`config.mk`:
```
export PLATFORM = sky130hd
export DESIGN_NAME = zmodem_receive_deframer_top
export DESIGN_NICKNAME = d
export VERILOG_FILES = /design/src/rtl/zrd_pkg.sv /design/src/rtl/zrd_fifo.sv /design/src/rtl/zrd_front.sv /design/src/rtl/zrd_back.sv /design/src/rtl/zmodem_receive_deframer_top.sv
export SDC_FILE = /design/constraint.sdc
export NUM_CORES = 1
export LEC_CHECK = 0
export ABC_CLOCK_PERIOD_IN_PS = 6900
export BUFFER_PORTS_ARGS = -buffer_cell sky130_fd_sc_hd__buf_2
export CORE_UTILIZATION = 30
export DETAILED_ROUTE_END_ITERATION = 6
export PLACE_DENSITY = 0.51
export SLEW_MARGIN = 15
export SYNTH_ARGS = -nofsm -noshare
export SYNTH_HDL_FRONTEND = slang
export SYNTH_SLANG_ARGS = --single-unit
```
`constraint.sdc`:
```
create_clock -name clk -period 6.9 [get_ports clk]
set_input_delay 0.345 -clock clk [delete_from_list [all_inputs] [get_ports clk]]
set_output_delay 0.345 -clock clk [all_outputs]
set_load 0.05 [all_outputs]
```
`src/rtl/zrd_pkg.sv`:
```
// ----------------------------------------------------------------------------
// zrd_pkg
// shared types, codes and the header crc step for the zmodem receive deframer
// ----------------------------------------------------------------------------
`default_nettype none

package zrd_pkg;

	// default configuration
	localparam int unsigned MAX_DATA_DEF  = 1024;
	localparam int unsigned MID_DEPTH_DEF = 4;
	localparam int unsigned OUT_DEPTH_DEF = 2;

	// framing bytes
	localparam logic [7:0] PAD_BYTE  = 8'h2A;  // '*'
	localparam logic [7:0] ZDLE_BYTE = 8'h18;
	localparam logic [7:0] END_CRCE  = 8'h68;  // 'h'
	localparam logic [7:0] END_CRCG  = 8'h69;  // 'i'
	localparam logic [7:0] END_CRCQ  = 8'h6A;  // 'j'
	localparam logic [7:0] END_CRCW  = 8'h6B;  // 'k'
	localparam logic [7:0] ESC_XOR   = 8'h40;

	// frame types that carry a data subpacket
	localparam logic [7:0] FT_ZFILE = 8'd4;
	localparam logic [7:0] FT_ZDATA = 8'd10;

	// crc-16 settings
	localparam logic [15:0] CRC_POLY = 16'h1021;
	localparam logic [15:0] CRC_INIT = 16'hFFFF;

	localparam int unsigned COUNT_OUT_W = 11;

	typedef enum logic [1:0] {
		EV_HEADER = 2'd0,
		EV_DATA   = 2'd1,
		EV_END    = 2'd2
	} event_kind_t;

	typedef enum logic [2:0] {
		ST_HUNT,
		ST_TYPE,
		ST_HDR,
		ST_CRCHI,
		ST_CRCLO,
		ST_DATA
	} parse_state_t;

	// byte after classification by the front end
	typedef struct packed {
		logic [7:0] raw;
		logic [7:0] unesc;
		logic       is_pad;
		logic       is_dle;
		logic       is_end;
	} rx_item_t;

	// one result item
	typedef struct packed {
		event_kind_t            event_kind;
		logic [7:0]             frame_type;
		logic                   crc_ok;
		logic [7:0]             data_byte;
		logic                   is_last;
		logic [COUNT_OUT_W-1:0] byte_count;
	} result_t;

	// one byte of crc-16, msb first
	function automatic logic [15:0] crc_feed(input logic [15:0] crc, input logic [7:0] b);
		logic [15:0] c;
		c = crc ^ {b, 8'h00};
		for (int i = 0; i < 8; i++) begin
			if (c[15]) begin
				c = {c[14:0], 1'b0} ^ CRC_POLY;
			end else begin
				c = {c[14:0], 1'b0};
			end
		end
		return c;
	endfunction

endpackage

`default_nettype wire

```
`src/rtl/zrd_fifo.sv`:
```
// ----------------------------------------------------------------------------
// zrd_fifo
// small register queue with push/full and pop/empty sides
// ----------------------------------------------------------------------------
`default_nettype none

module zrd_fifo #(
	parameter int unsigned WIDTH = 8,
	parameter int unsigned DEPTH = 2
) (
	input  wire logic             clk,
	input  wire logic             arst_n,
	input  wire logic             push,
	input  wire logic [WIDTH-1:0] wdata,
	output logic                  full,
	input  wire logic             pop,
	output logic [WIDTH-1:0]      rdata,
	output logic                  empty
);

	localparam int unsigned PTR_W = (DEPTH > 1) ? $clog2(DEPTH) : 1;
	localparam int unsigned CNT_W = $clog2(DEPTH + 1);

	logic [WIDTH-1:0] mem_q [DEPTH];
	logic [PTR_W-1:0] wptr_q, rptr_q;
	logic [CNT_W-1:0] count_q;
	logic             do_push, do_pop;

	assign full    = (count_q == CNT_W'(DEPTH));
	assign empty   = (count_q == '0);
	assign do_push = push && !full;
	assign do_pop  = pop && !empty;
	assign rdata   = mem_q[rptr_q];

	always_ff @(posedge clk) begin
		if (do_push) begin
			mem_q[wptr_q] <= wdata;
		end
	end

	always_ff @(posedge clk or negedge arst_n) begin
		if (!arst_n) begin
			wptr_q  <= '0;
			rptr_q  <= '0;
			count_q <= '0;
		end else begin
			if (do_push) begin
				wptr_q <= (wptr_q == PTR_W'(DEPTH - 1)) ? '0 : wptr_q + 1'b1;
			end
			if (do_pop) begin
				rptr_q <= (rptr_q == PTR_W'(DEPTH - 1)) ? '0 : rptr_q + 1'b1;
			end
			unique case ({do_push, do_pop})
				2'b10:   count_q <= count_q + 1'b1;
				2'b01:   count_q <= count_q - 1'b1;
				default: count_q <= count_q;
			endcase
		end
	end

endmodule

`default_nettype wire

```
`src/rtl/zrd_front.sv`:
```
// ----------------------------------------------------------------------------
// zrd_front
// classifies each received byte for the parser
// ----------------------------------------------------------------------------
`default_nettype none

module zrd_front
	import zrd_pkg::*;
(
	input  wire logic [7:0] rx_byte,
	output rx_item_t        item
);

	always_comb begin
		item.raw    = rx_byte;
		item.unesc  = rx_byte ^ ESC_XOR;
		item.is_pad = (rx_byte == PAD_BYTE);
		item.is_dle = (rx_byte == ZDLE_BYTE);
		item.is_end = (rx_byte == END_CRCE) || (rx_byte == END_CRCG) ||
		              (rx_byte == END_CRCQ) || (rx_byte == END_CRCW);
	end

endmodule

`default_nettype wire

```
`src/rtl/zrd_back.sv`:
```
// ----------------------------------------------------------------------------
// zrd_back
// header and subpacket parser, one classified byte per cycle while the result queue has room
// ----------------------------------------------------------------------------
`default_nettype none

module zrd_back
	import zrd_pkg::*;
#(
	parameter int unsigned MAX_DATA = MAX_DATA_DEF
) (
	input  wire logic     clk,
	input  wire logic     arst_n,
	input  wire logic     in_valid,
	input  wire rx_item_t in_item,
	output logic          in_ready,
	output logic          res_push,
	output result_t       res,
	input  wire logic     res_full
);

	localparam int unsigned CNT_W = $clog2(MAX_DATA + 1);

	parse_state_t     state_q, state_d;
	logic [1:0]       hdr_idx_q;
	logic [15:0]      crc_q;
	logic [7:0]       crc_hi_q;
	logic [7:0]       type_q;
	logic             esc_q;
	logic [CNT_W-1:0] count_q;

	logic             take;
	logic [CNT_W-1:0] count_inc;
	logic             hit_max;
	logic             crc_match;
	logic             data_type;
	logic [7:0]       data_val;
	logic [CNT_W+COUNT_OUT_W-1:0] cnt_ext;

	assign in_ready  = !res_full;
	assign take      = in_valid && in_ready;
	assign count_inc = count_q + 1'b1;
	assign hit_max   = (count_inc == CNT_W'(MAX_DATA));
	assign crc_match = ({crc_hi_q, in_item.raw} == crc_q);
	assign data_type = (type_q == FT_ZFILE) || (type_q == FT_ZDATA);
	assign data_val  = esc_q ? in_item.unesc : in_item.raw;

	// next state
	always_comb begin
		state_d = state_q;
		if (take) begin
			unique case (state_q)
				ST_HUNT:  if (in_item.is_pad) state_d = ST_TYPE;
				ST_TYPE:  state_d = ST_HDR;
				ST_HDR:   if (hdr_idx_q == 2'd3) state_d = ST_CRCHI;
				ST_CRCHI: state_d = ST_CRCLO;
				ST_CRCLO: state_d = (crc_match && data_type) ? ST_DATA : ST_HUNT;
				ST_DATA: begin
					priority if (in_item.is_dle) begin
						state_d = ST_DATA;
					end else if (esc_q && in_item.is_end) begin
						state_d = ST_HUNT;
					end else if (hit_max) begin
						state_d = ST_HUNT;
					end else begin
						state_d = ST_DATA;
					end
				end
				default:  state_d = ST_HUNT;
			endcase
		end
	end

	// result outputs
	always_comb begin
		res_push       = 1'b0;
		res.event_kind = EV_HEADER;
		res.frame_type = type_q;
		res.crc_ok     = 1'b0;
		res.data_byte  = 8'h00;
		res.is_last    = 1'b0;
		cnt_ext        = '0;
		unique case (state_q)
			ST_CRCLO: begin
				res_push   = take;
				res.crc_ok = crc_match;
			end
			ST_DATA: begin
				priority if (in_item.is_dle) begin
					res_push = 1'b0;
				end else if (esc_q && in_item.is_end) begin
					res_push       = take;
					res.event_kind = EV_END;
					res.data_byte  = in_item.raw;
					cnt_ext        = (CNT_W + COUNT_OUT_W)'(count_q);
				end else begin
					res_push       = take;
					res.event_kind = EV_DATA;
					res.data_byte  = data_val;
					res.is_last    = hit_max;
					cnt_ext        = (CNT_W + COUNT_OUT_W)'(count_inc);
				end
			end
			default: res_push = 1'b0;
		endcase
		res.byte_count = cnt_ext[COUNT_OUT_W-1:0];
	end

	always_ff @(posedge clk or negedge arst_n) begin
		if (!arst_n) begin
			state_q   <= ST_HUNT;
			hdr_idx_q <= '0;
			crc_q     <= CRC_INIT;
			crc_hi_q  <= '0;
			type_q    <= '0;
			esc_q     <= 1'b0;
			count_q   <= '0;
		end else begin
			state_q <= state_d;
			if (take) begin
				unique case (state_q)
					ST_TYPE: begin
						type_q    <= in_item.raw;
						hdr_idx_q <= '0;
						crc_q     <= CRC_INIT;
					end
					ST_HDR: begin
						crc_q     <= crc_feed(crc_q, in_item.raw);
						hdr_idx_q <= hdr_idx_q + 1'b1;
					end
					ST_CRCHI: crc_hi_q <= in_item.raw;
					ST_CRCLO: begin
						esc_q   <= 1'b0;
						count_q <= '0;
					end
					ST_DATA: begin
						if (in_item.is_dle) begin
							esc_q <= 1'b1;
						end else begin
							esc_q <= 1'b0;
							if (!(esc_q && in_item.is_end)) begin
								count_q <= count_inc;
							end
						end
					end
					default: ;
				endcase
			end
		end
	end

	// a result only comes from a byte taken in the same cycle
	a_push_needs_take: assert property (@(posedge clk) disable iff (!arst_n)
		res_push |-> take)
		else $error("result pushed without a byte transfer");

	// the last flag belongs to data events only
	a_last_only_data: assert property (@(posedge clk) disable iff (!arst_n)
		(res_push && res.event_kind != EV_DATA) |-> !res.is_last)
		else $error("is_last set on a non-data event");

	// a header with a bad crc never opens a subpacket
	a_bad_crc_hunts: assert property (@(posedge clk) disable iff (!arst_n)
		(res_push && res.event_kind == EV_HEADER && !res.crc_ok) |=> state_q == ST_HUNT)
		else $error("bad header crc did not return to hunting");

	// a last data byte closes the subpacket
	a_last_closes: assert property (@(posedge clk) disable iff (!arst_n)
		(res_push && res.is_last) |=> state_q == ST_HUNT)
		else $error("subpacket still open after last byte");

endmodule

`default_nettype wire

```
`src/rtl/zmodem_receive_deframer_top.sv`:
```
// ----------------------------------------------------------------------------
// zmodem_receive_deframer_top
// zmodem receive side header and data subpacket deframer
// ----------------------------------------------------------------------------
// Push received serial bytes in on rx_byte (push/full) and pop events out
// (empty/pop). The block hunts for '*', takes the frame type, four header
// bytes and two crc bytes high first, and reports one header event with the
// type and a crc check (crc-16 poly 0x1021, init 0xffff, over the four header
// bytes only). A good header of type 4 or 10 opens a data subpacket: every
// payload byte is reported unescaped with its running count; zdle followed by
// h, i, j or k ends it with an end event, and the MAX_DATA-th byte ends it
// with is_last set. A new byte is accepted each clock while the middle
// queue has room, and the parser retires one queued byte each clock while
// the result queue has room, so the sustained rate is one byte per cycle
// when the consumer pops every cycle. A byte is registered in the middle
// queue and its event in the result queue before the event shows on the
// result ports. No clearing pass is needed after reset.
// ----------------------------------------------------------------------------
`default_nettype none

module zmodem_receive_deframer_top
	import zrd_pkg::*;
#(
	parameter int unsigned MAX_DATA  = MAX_DATA_DEF,
	parameter int unsigned MID_DEPTH = MID_DEPTH_DEF,
	parameter int unsigned OUT_DEPTH = OUT_DEPTH_DEF
) (
	input  wire logic                   clk,
	input  wire logic                   arst_n,
	// input side, a transfer is push && !full
	input  wire logic                   push,
	output logic                        full,
	input  wire logic [7:0]             rx_byte,
	// result side, a transfer is pop && !empty
	output logic                        empty,
	input  wire logic                   pop,
	output logic [1:0]                  event_kind,
	output logic [7:0]                  frame_type,
	output logic                        crc_ok,
	output logic [7:0]                  data_byte,
	output logic                        is_last,
	output logic [COUNT_OUT_W-1:0]      byte_count
);

	localparam int unsigned ITEM_W = $bits(rx_item_t);
	localparam int unsigned RES_W  = $bits(result_t);

	rx_item_t front_item;   // classified byte from the front end
	rx_item_t mid_item;     // head of the middle queue
	logic     mid_empty;
	logic     back_ready;
	logic     res_push;
	logic     res_full;
	result_t  back_res;     // event produced by the parser
	result_t  out_res;      // oldest waiting event

	// front end: classify each byte as it arrives
	zrd_front u_front (
		.rx_byte (rx_byte),
		.item    (front_item)
	);

	// middle queue decouples byte arrival from the parser
	zrd_fifo #(
		.WIDTH (ITEM_W),
		.DEPTH (MID_DEPTH)
	) u_mid_q (
		.clk    (clk),
		.arst_n (arst_n),
		.push   (push),
		.wdata  (front_item),
		.full   (full),
		.pop    (back_ready),
		.rdata  (mid_item),
		.empty  (mid_empty)
	);

	// back end: parser state machine, stalls only on a full result queue
	zrd_back #(
		.MAX_DATA (MAX_DATA)
	) u_back (
		.clk      (clk),
		.arst_n   (arst_n),
		.in_valid (!mid_empty),
		.in_item  (mid_item),
		.in_ready (back_ready),
		.res_push (res_push),
		.res      (back_res),
		.res_full (res_full)
	);

	// result queue holds finished events until popped
	zrd_fifo #(
		.WIDTH (RES_W),
		.DEPTH (OUT_DEPTH)
	) u_out_q (
		.clk    (clk),
		.arst_n (arst_n),
		.push   (res_push),
		.wdata  (back_res),
		.full   (res_full),
		.pop    (pop),
		.rdata  (out_res),
		.empty  (empty)
	);

	assign event_kind = out_res.event_kind;
	assign frame_type = out_res.frame_type;
	assign crc_ok     = out_res.crc_ok;
	assign data_byte  = out_res.data_byte;
	assign is_last    = out_res.is_last;
	assign byte_count = out_res.byte_count;

endmodule

`default_nettype wire
```
==> metrics.md, run 1 <==
| Metric | Value |
|---|---|
| Post-CTS clock slew at the launch and capture registers of the worst setup and hold paths | 0.08 ns |
| Later-pin clock latency in the skew report | 0.43 ns |
| Via density per instance | 4.82 |
| Post-CTS setup buffers | 0 |
| Cell accounting for the most synthesized area | edfxtp_1 |
| Chip height | 163 um |
| Clock net sink count | 170 |
| Net switching power figure | 1.70 mW |
| Number of nets produced by synthesis | 616 |
| Post-detailed-route wirelength per cell | 16.2 um |
| Switching power as a share of total power | 0.399 |
| Leading register cell type out of synthesis | edfxtp_1 |
| Critical-path top delay cell | dfrtp_1 |
| Final worst slack | 4.03 ns |
| Sequential share of the synthesized area | 0.621 |
| Adder and majority cell fraction of the synthesized area | 0.0187 |
| Portion of the clock cycle consumed by the worst path in the final layout | 0.416 |
| Outcome | finished, final reports clean |
| Critical-path cell list | mux4_2, xnor2_1, xnor2_1, xnor2_1, a21oi_1 |
| Full die area | 26500 um2 |
| Main combinational cell family by area after synthesis | simple AND/OR/NAND/NOR gates |
| VDD IR-drop max | 0.000200 V |
| Total length of routed wires | 15900 um |
| Largest cells by area after synthesis | edfxtp_1 (43%), dfrtp_1 (14%), mux2_2 (5.7%), dfstp_2 (5.4%), xnor2_1 (3.2%) |
| Number of antenna repair diodes | 0 |
| Fill cell total of the finished layout | 2444 |
| Worst r2r path cells | 5 |
| Initial cell density of the core | 0.307 |
| DPL Wire Length | 10500 um |
| Cell area after synthesis | 7760 um2 |
| DRT met1 WL | 7820 um |
| Boundary Pins | 45 |
| Number of non-filler instances in the completed layout | 977 |
| Final number of setup-violating endpoints | 0 |
| Gate power share | 0.393 |
| Post-synthesis xor/xnor area fraction | 0.0653 |
| Worst-path maximum fanout | 20 |
| Delay of the slowest cell on the worst path | 0.98 ns |
| Critical path launch point type | register |
| Ratio of cells with drive above 1 in the final layout | 0.243 |
| Setup repair after global routing missed its margin | no |
| Setup total negative slack | 0 ns |
| Maximum clock path buffer count | 2 |
| Minimum setup slack after placement | 4.03 ns |
| Count of buffers from port buffering | 44 |
| Lkg Pwr | 3.25 nW |
| Final antenna-violating net count | 0 |
| Horiz. Die Dim | 163 um |
| CP Capture Type | register |
| Nets@finish | 657 |
| Tmin final | 2.87 ns |
| Global-route wire length before repair | 25400 um |
| H-Tree Depth | 4 |
| Arrival time worst endpoint | 3.21 ns |
| Number of warnings issued by yosys | 0 |
| Synthesized flop and latch total | 170 |
| Met2 WL | 7330 um |
| Part of the total power dissipated in sequential elements | 0.376 |
| Placeable core region | 25300 um2 |
| Post-CTS Hold Buffers | 0 |
| Critical path start-end classification | register to register |
| CTS resizes | 0 |
| Standard-cell row count | 58 |
| Number of antenna violations at the first check in global routing | 0 |
| Post-synthesis mux area share | 0.100 |
| Routed vias | 4713 |
| Post-synthesis average cell area | 13.1 um2 |
| Maximum achievable frequency | 349 MHz |
| WL met3 | 624 um |
| Number of max-slew violations in the final report | 0 |
| First DRT Iteration DRCs | 254 |
| Synth Area in Compound Gates | 0.0538 |
| Hold/Removal Path Class | input pin to asynchronous set/reset pin |
| Number of hold violations in the final report | 0 |
| Maximum number of pins on one net before global-route repair | 61 |
| DRC Markers | 0 |
| Share of synthesized cell area in and, or, nand and nor gates | 0.117 |
| Power per Cell Area | 475 nW/um2 |
| Max_slew headroom | 0.355 |
| Post-synthesis cell count | 593 |
| TritonCTS clock tree | built |
| Clock root buffer | clkbuf_16 |
| EDFF count, synth | 110 |
| FFs w/ async S/R, synth | 0.353 |
| Top Layer Used | met4 |
| Cell repeated most along the worst path | xnor2_1 |
| Clock Skews | 0.0158 ns |
| Tightest hold margin | 0.0823 ns |
| Worst path required time | 7.24 ns |
| Least-Margin Pin Slew | 0.967 ns |
| Number of maximum-capacitance violations | 0 |
| Share of power burned in the clock network | 0.231 |
| GR Util All Layers | 0.125 |
| GPL Wtd Cong | 0.797 |
| Internal power contribution | 2.56 mW |
| Post-placement cell count | 945 |
| Number of detailed-route iterations in the first pass | 5 |
| Number of global-route vias before repair | 4672 |
| Synth top area share | 0.425 |
| Leftover overflow at the end of global routing | 0 |
| Area Overhead vs Synth | 15.5% |
| Number of clock buffers inserted by TritonCTS | 17 |
| Distinct cells, synth | 63 |
==> synthesized netlist by cell type, types with 10 or more instances <==
master	count
a21oi_1	19
clkbuf_1	17
dfrtp_1	44
dfstp_2	16
edfxtp_1	110
ha_1	10
inv_1	13
mux2_2	39
mux2i_1	16
nand2_1	58
nor2_1	33
nor3_1	25
o21ai_0	24
xnor2_1	28
xor2_1	28
==> worst max-delay path: cells and delay by family (launching register included) <==
| family | cells | cell delay (ns) |
|---|---|---|
| muxes | 1 | 0.73 |
| AOI/OAI and AO/OA | 1 | 0.10 |
| DFF | 1 | 0.98 |
| xor gates and xnor gates | 3 | 0.98 |
==> final timing paths <==
kind / start / to / slack (ns)
worst max-delay path: u_mid_q.rptr_q[0]$_DFFE_PN0P_ / u_back.crc_q[12]$_DFFE_PN1P_ / 4.03
worst min-delay path: arst_n / u_back.type_q[4]$_DFFE_PN0P_ / 0.08
worst max register to register: u_mid_q.rptr_q[0]$_DFFE_PN0P_ / u_back.crc_q[12]$_DFFE_PN1P_ / 4.03
worst min register to register: u_back.hdr_idx_q[0]$_DFFE_PN0P_ / u_back.hdr_idx_q[0]$_DFFE_PN0P_ / 0.51
max in group asynchronous: arst_n / u_out_q.count_q[0]$_DFFE_PN0P_ / 6.26
min in group clk: rx_byte[7] / u_mid_q.mem_q[1][10]$_DFFE_PP_ / 0.14
==> logic make-up after synthesis <==
group | count (synthesis)
AND/OR/NAND/NOR | 181
flip-flops | 170
AO/OA/AOI/OAI | 68
multiplexers | 63
XOR/XNOR | 57
buffers and inverters | 43
adder cells (fa/ha/maj) | 11
==> power groups by stage <==
| stage | Sequential [mW] | Clock (mW) | Combinational [mW] |
|---|---|---|---|
| 2_1_floorplan | 1.51 | 0 | 1.38 |
| 3_3_place_gp | 1.61 | 0 | 1.66 |
| 3_5_place_dp | 1.62 | 0 | 1.69 |
| 4_1_cts | 1.60 | 1.01 | 1.70 |
| 5_1_grt | 1.64 | 1.04 | 1.84 |
| 6_report | 1.60 | 0.985 | 1.68 |
==> registers in the layout, summed over array words and instances (netlist names), 3 cells and up <==
| signal | flops |
|---|---|
| u_back.crc_q | 16 |
| u_back.state_q | 3 |
| u_back.crc_hi_q | 8 |
| u_mid_q.count_q | 3 |
| u_back.count_q | 11 |
| u_mid_q.mem_q | 48 |
| u_out_q.mem_q | 62 |
| u_back.type_q | 8 |
==> cell usage in the layout (no fill, tap or decap), types with 5 or more instances in the layout <==
cell type	count
o21ai_0	24
dfstp_2	16
or3_1	5
nor2b_1	7
mux4_2	8
ha_1	10
and2_1	5
a21oi_1	19
inv_1	13
dfrtp_1	44
and3_1	5
nand3_1	8
nor3_1	25
nand3b_1	7
nor4_1	5
mux2_2	39
edfxtp_1	110
nand2_1	58
xnor2_1	28
nand2b_1	5
buf_2	44
clkbuf_16	17
buf_4	8
mux2i_1	16
nor2_1	32
xor2_1	28
==> routing by layer <==
layer  global-route usage  vias up
met5                    0        -
met4               0.0404        0
met3               0.0285        7
met2                0.195      127
met1                0.173     2346
li1                     -     2233
==> layout make-up <==
type | count | area (um2) | area share
inverter | 13 | 48.8 | 0.00544
sequential | 170 | 4820 | 0.538
tap | 330 | 413 | 0.0460
clock inverter | 15 | 196 | 0.0219
clock buffer | 17 | 425 | 0.0474
timing repair buffer | 52 | 280 | 0.0313
multi-input combinational | 380 | 2780 | 0.310
==> metrics by stage <==
stage	power [mW]	utilization	instance area [um2]
finish	4.26	0.355	8970
global route	4.52	0.355	8970
floorplan	2.90	-	7760
global placement	3.27	0.331	8350
detailed placement	3.31	0.331	8350
CTS	4.31	0.355	8970
(Power assumes the default switching activity.)
==> run 2: changes to the inputs <==
Settings changed: ABC_AREA from default to 1, ABC_CLOCK_PERIOD_IN_PS 6900 to 2500, PLACE_DENSITY 0.51 to 0.53.
Clock period 6.9 ns to 2.5 ns, I/O delays scaled along.
==> metrics.md, run 2 <==
| Metric | Value |
|---|---|
| Gate power share | 0.465 (was 0.393) |
| Worst path required time | 2.81 ns (was 7.24 ns) |
| Leading register cell type out of synthesis | edfxtp_1 (unchanged) |
| Library cell with the highest instance count after synthesis | nand2_1 (was edfxtp_1) |
| Internal power contribution | 6.81 mW (was 2.56 mW) |
| Number of detailed-route iterations in the first pass | 7 (was 5) |
| Least-Margin Pin Slew | 0.788 ns (was 0.967 ns) |
| Number of antenna violations at the first check in global routing | 0 (unchanged) |
| Number of max-slew violations in the final report | 0 (unchanged) |
| Arrival time worst endpoint | 2.45 ns (was 3.21 ns) |
| Distinct cells, synth | 42 (was 63) |
| Post-synthesis average cell area | 9.87 um2 (was 13.1 um2) |
| Hold/Removal Path Class | input pin to register (was input pin to asynchronous set/reset pin) |
| Cell accounting for the most synthesized area | edfxtp_1 (unchanged) |
| Placeable core region | 26200 um2 (was 25300 um2) |
| CTS resizes | 0 (unchanged) |
| Final antenna-violating net count | 0 (unchanged) |
| Standard-cell row count | 59 (was 58) |
| Full die area | 27500 um2 (was 26500 um2) |
| Tmin final | 2.15 ns (was 2.87 ns) |
| Via density per instance | 4.42 (was 4.82) |
| Later-pin clock latency in the skew report | 0.44 ns (was 0.43 ns) |
| Lkg Pwr | 4.02 nW (was 3.25 nW) |
| GPL Wtd Cong | 0.785 (was 0.797) |
| EDFF count, synth | 110 (unchanged) |
| Largest register by flop count | u_out_q.mem_q (unchanged) |
| Final worst slack | 0.354 ns (was 4.03 ns) |
| FFs w/ async S/R, synth | 0.353 (unchanged) |
| Post-Route Utilization | 0.360 (was 0.355) |
| Post-CTS Hold Buffers | 9 (was 0) |
| Portion of the clock cycle consumed by the worst path in the final layout | 0.858 (was 0.416) |
| DRC Markers | 10 (was 0) |
| GR Util All Layers | 0.131 (was 0.125) |
| Number of hold violations in the final report | 0 (unchanged) |
| Routed vias | 5454 (was 4713) |
| CP Capture Type | register (unchanged) |
| Area Overhead vs Synth | 17.1% (was 15.5%) |
| Initial cell density of the core | 0.307 (about the same) |
| Global-route wire length before repair | 28300 um (was 25400 um) |
| Post-CTS setup buffers | 0 (unchanged) |
| VDD IR-drop max | 0.000572 V (was 0.000200 V) |
| TritonCTS clock tree | built (unchanged) |
| Max_slew headroom | 0.467 (was 0.355) |
| Sequential share of the synthesized area | 0.600 (was 0.621) |
| Clock net sink count | 170 (unchanged) |
| Critical path start-end classification | register to register (unchanged) |
| Violated checks | design-rule violations |
| Flip-flop count of the largest register, all copies and words added | 62 (unchanged) |
| Area used by multi-input combinational logic | 2760 um2 (was 2780 um2) |
| Number of warnings issued by yosys | 0 (unchanged) |
| Total length of routed wires | 16700 um (was 15900 um) |
| Largest cells by area after synthesis | edfxtp_1 (41%), dfrtp_1 (14%), nand2_1 (12%), dfstp_2 (5.2%), inv_1 (4.2%) (was edfxtp_1 (43%), dfrtp_1 (14%), mux2_2 (5.7%), dfstp_2 (5.4%), xnor2_1 (3.2%)) |
| Nets@finish | 909 (was 657) |
| DPL Wire Length | 11600 um (was 10500 um) |
| Clock root buffer | clkbuf_16 (unchanged) |
| Power per Cell Area | 1330 nW/um2 (was 475 nW/um2) |
| Most frequent standard cell in the layout excluding fill and tap cells | nand2_1 (was edfxtp_1) |
| Storage cell area | 4820 um2 (unchanged) |
| Critical path launch point type | register (unchanged) |
| Clock Skews | 0.0147 ns (was 0.0158 ns) |
| Chip height | 166 um (was 163 um) |
| Maximum clock path buffer count | 2 (unchanged) |
| First DRT Iteration DRCs | 318 (was 254) |
| Leading cell types in the layout, fill and taps excluded | nand2_1 (263), edfxtp_1 (110), inv_1 (91) (was edfxtp_1 (110), nand2_1 (58), buf_2 (44), dfrtp_1 (44), mux2_2 (39)) |
| Switching power as a share of total power | 0.455 (was 0.399) |
| Net switching power figure | 5.69 mW (was 1.70 mW) |
| Outcome | complete, but fails checks (was finished, final reports clean) |
| Horiz. Die Dim | 166 um (was 163 um) |
| Leftover overflow at the end of global routing | 0 (unchanged) |
| Number of maximum-capacitance violations | 0 (unchanged) |
| Cell area after synthesis | 8050 um2 (was 7760 um2) |
| Boundary Pins | 45 (unchanged) |
| Synthesized flop and latch total | 170 (unchanged) |
| H-Tree Depth | 4 (unchanged) |
| Post-CTS clock slew at the launch and capture registers of the worst setup and hold paths | 0.08 ns (about the same) |
| Post-synthesis cell count | 815 (was 593) |
| Number of nets produced by synthesis | 838 (was 616) |
| Worst-path maximum fanout | 8 (was 20) |
| Setup repair after global routing missed its margin | no (unchanged) |
| Most numerous cell types in the synthesized netlist | nand2_1 (263), edfxtp_1 (110), inv_1 (91) (was edfxtp_1 (110), nand2_1 (58), dfrtp_1 (44)) |
| Largest registers | u_out_q.mem_q x62, u_mid_q.mem_q x48, u_back.crc_q x16 (unchanged) |
| Number of clock buffers inserted by TritonCTS | 17 (unchanged) |
| Number of global-route vias before repair | 5369 (was 4672) |
| Synth top area share | 0.411 (was 0.425) |
| Share of power burned in the clock network | 0.204 (was 0.231) |
| Final number of setup-violating endpoints | 0 (unchanged) |
| Post-detailed-route wirelength per cell | 13.6 um (was 16.2 um) |
| Maximum achievable frequency | 466 MHz (was 349 MHz) |
| Minimum setup slack after placement | 0.359 ns (was 4.03 ns) |
| Count of buffers from port buffering | 44 (unchanged) |
| Fill cell total of the finished layout | 2595 (was 2444) |
| Number of antenna repair diodes | 0 (unchanged) |
| Ratio of cells with drive above 1 in the final layout | 0.177 (was 0.243) |
| Maximum number of pins on one net before global-route repair | 61 (unchanged) |
| Part of the total power dissipated in sequential elements | 0.332 (was 0.376) |
## run 2: final timing paths
path / start / endpoint / slack (ns) / cells after the start
worst min register to register: u_back.hdr_idx_q[0]$_DFFE_PN0P_ / u_back.hdr_idx_q[0]$_DFFE_PN0P_ / 0.51 / 1
max in group asynchronous: arst_n / u_back.crc_q[15]$_DFFE_PN1P_ / 1.93 / 3
worst max-delay path: u_mid_q.count_q[1]$_DFFE_PN0P_ / u_out_q.count_q[1]$_DFFE_PN0P_ / 0.35 / 9
min in group asynchronous: arst_n / u_back.type_q[0]$_DFFE_PN0P_ / 0.22 / 3
worst max register to register: u_mid_q.count_q[1]$_DFFE_PN0P_ / u_out_q.count_q[1]$_DFFE_PN0P_ / 0.35 / 9
worst min-delay path: pop / u_out_q.rptr_q$_DFFE_PN0P_ / 0.01 / 3
## run 2: cell families (layout without fill, tap and decap cells)
logic type,count (synthesis),count (layout),share of synthesized area
adder cells (fa/ha/maj),11,11,0.0180
XOR/XNOR,35,35,0.0488
AO/OA/AOI/OAI,75,75,0.0554
buffers and inverters,115,199,0.0582
AND/OR/NAND/NOR,409,409,0.220
flip-flops,170,170,0.600
## run 2: stage by stage
stage	instance area (um2)	cells	TNS (ns)	hold WS [ns]	power, mW
CTS	9420	1234	0	0.00862	12.6
global route	9420	1234	0	0.0340	13.5
detailed placement	8760	1193	0	0.171	10.0
floorplan	8050	815	-16.25	-0.171	8.60
finish	9420	1234	0	0.0136	12.5
global placement	8760	1193	0	0.166	10.0
## run 2: area by class of cell
class | count | area share
timing repair buffer | 70 | 0.0505
clock inverter | 15 | 0.0158
inverter | 97 | 0.0389
multi-input combinational | 530 | 0.293
tap | 335 | 0.0445
clock buffer | 17 | 0.0451
sequential | 170 | 0.512
## run 2: worst max-delay path, stage by stage, from the launching register on
cell and delay, ns:
dfrtp_1 0.42, o32ai_2 0.40, inv_2 0.15, nand2_1 0.16
inv_1 0.09, o21ai_2 0.13, ha_1 0.32, a21oi_1 0.11
o21ai_0 0.10, xor2_1 0.15
## run 2: routing by layer
metal,track usage,part of all wire,vias up
met1,0.180,0.49,2532
li1,-,-,2800
met3,0.0281,0.041,17
met4,0.0394,0.012,0
met5,0,0,-
met2,0.206,0.45,105
## run 2: power by group through the flow
stage | Clock [mW] | Combinational [mW] | Sequential (mW)
floorplan | 0 | 4.49 | 4.11
global placement | 0 | 5.83 | 4.20
detailed placement | 0 | 5.84 | 4.21
CTS | 2.61 | 5.88 | 4.16
global route | 2.72 | 6.51 | 4.24
finish | 2.55 | 5.81 | 4.15
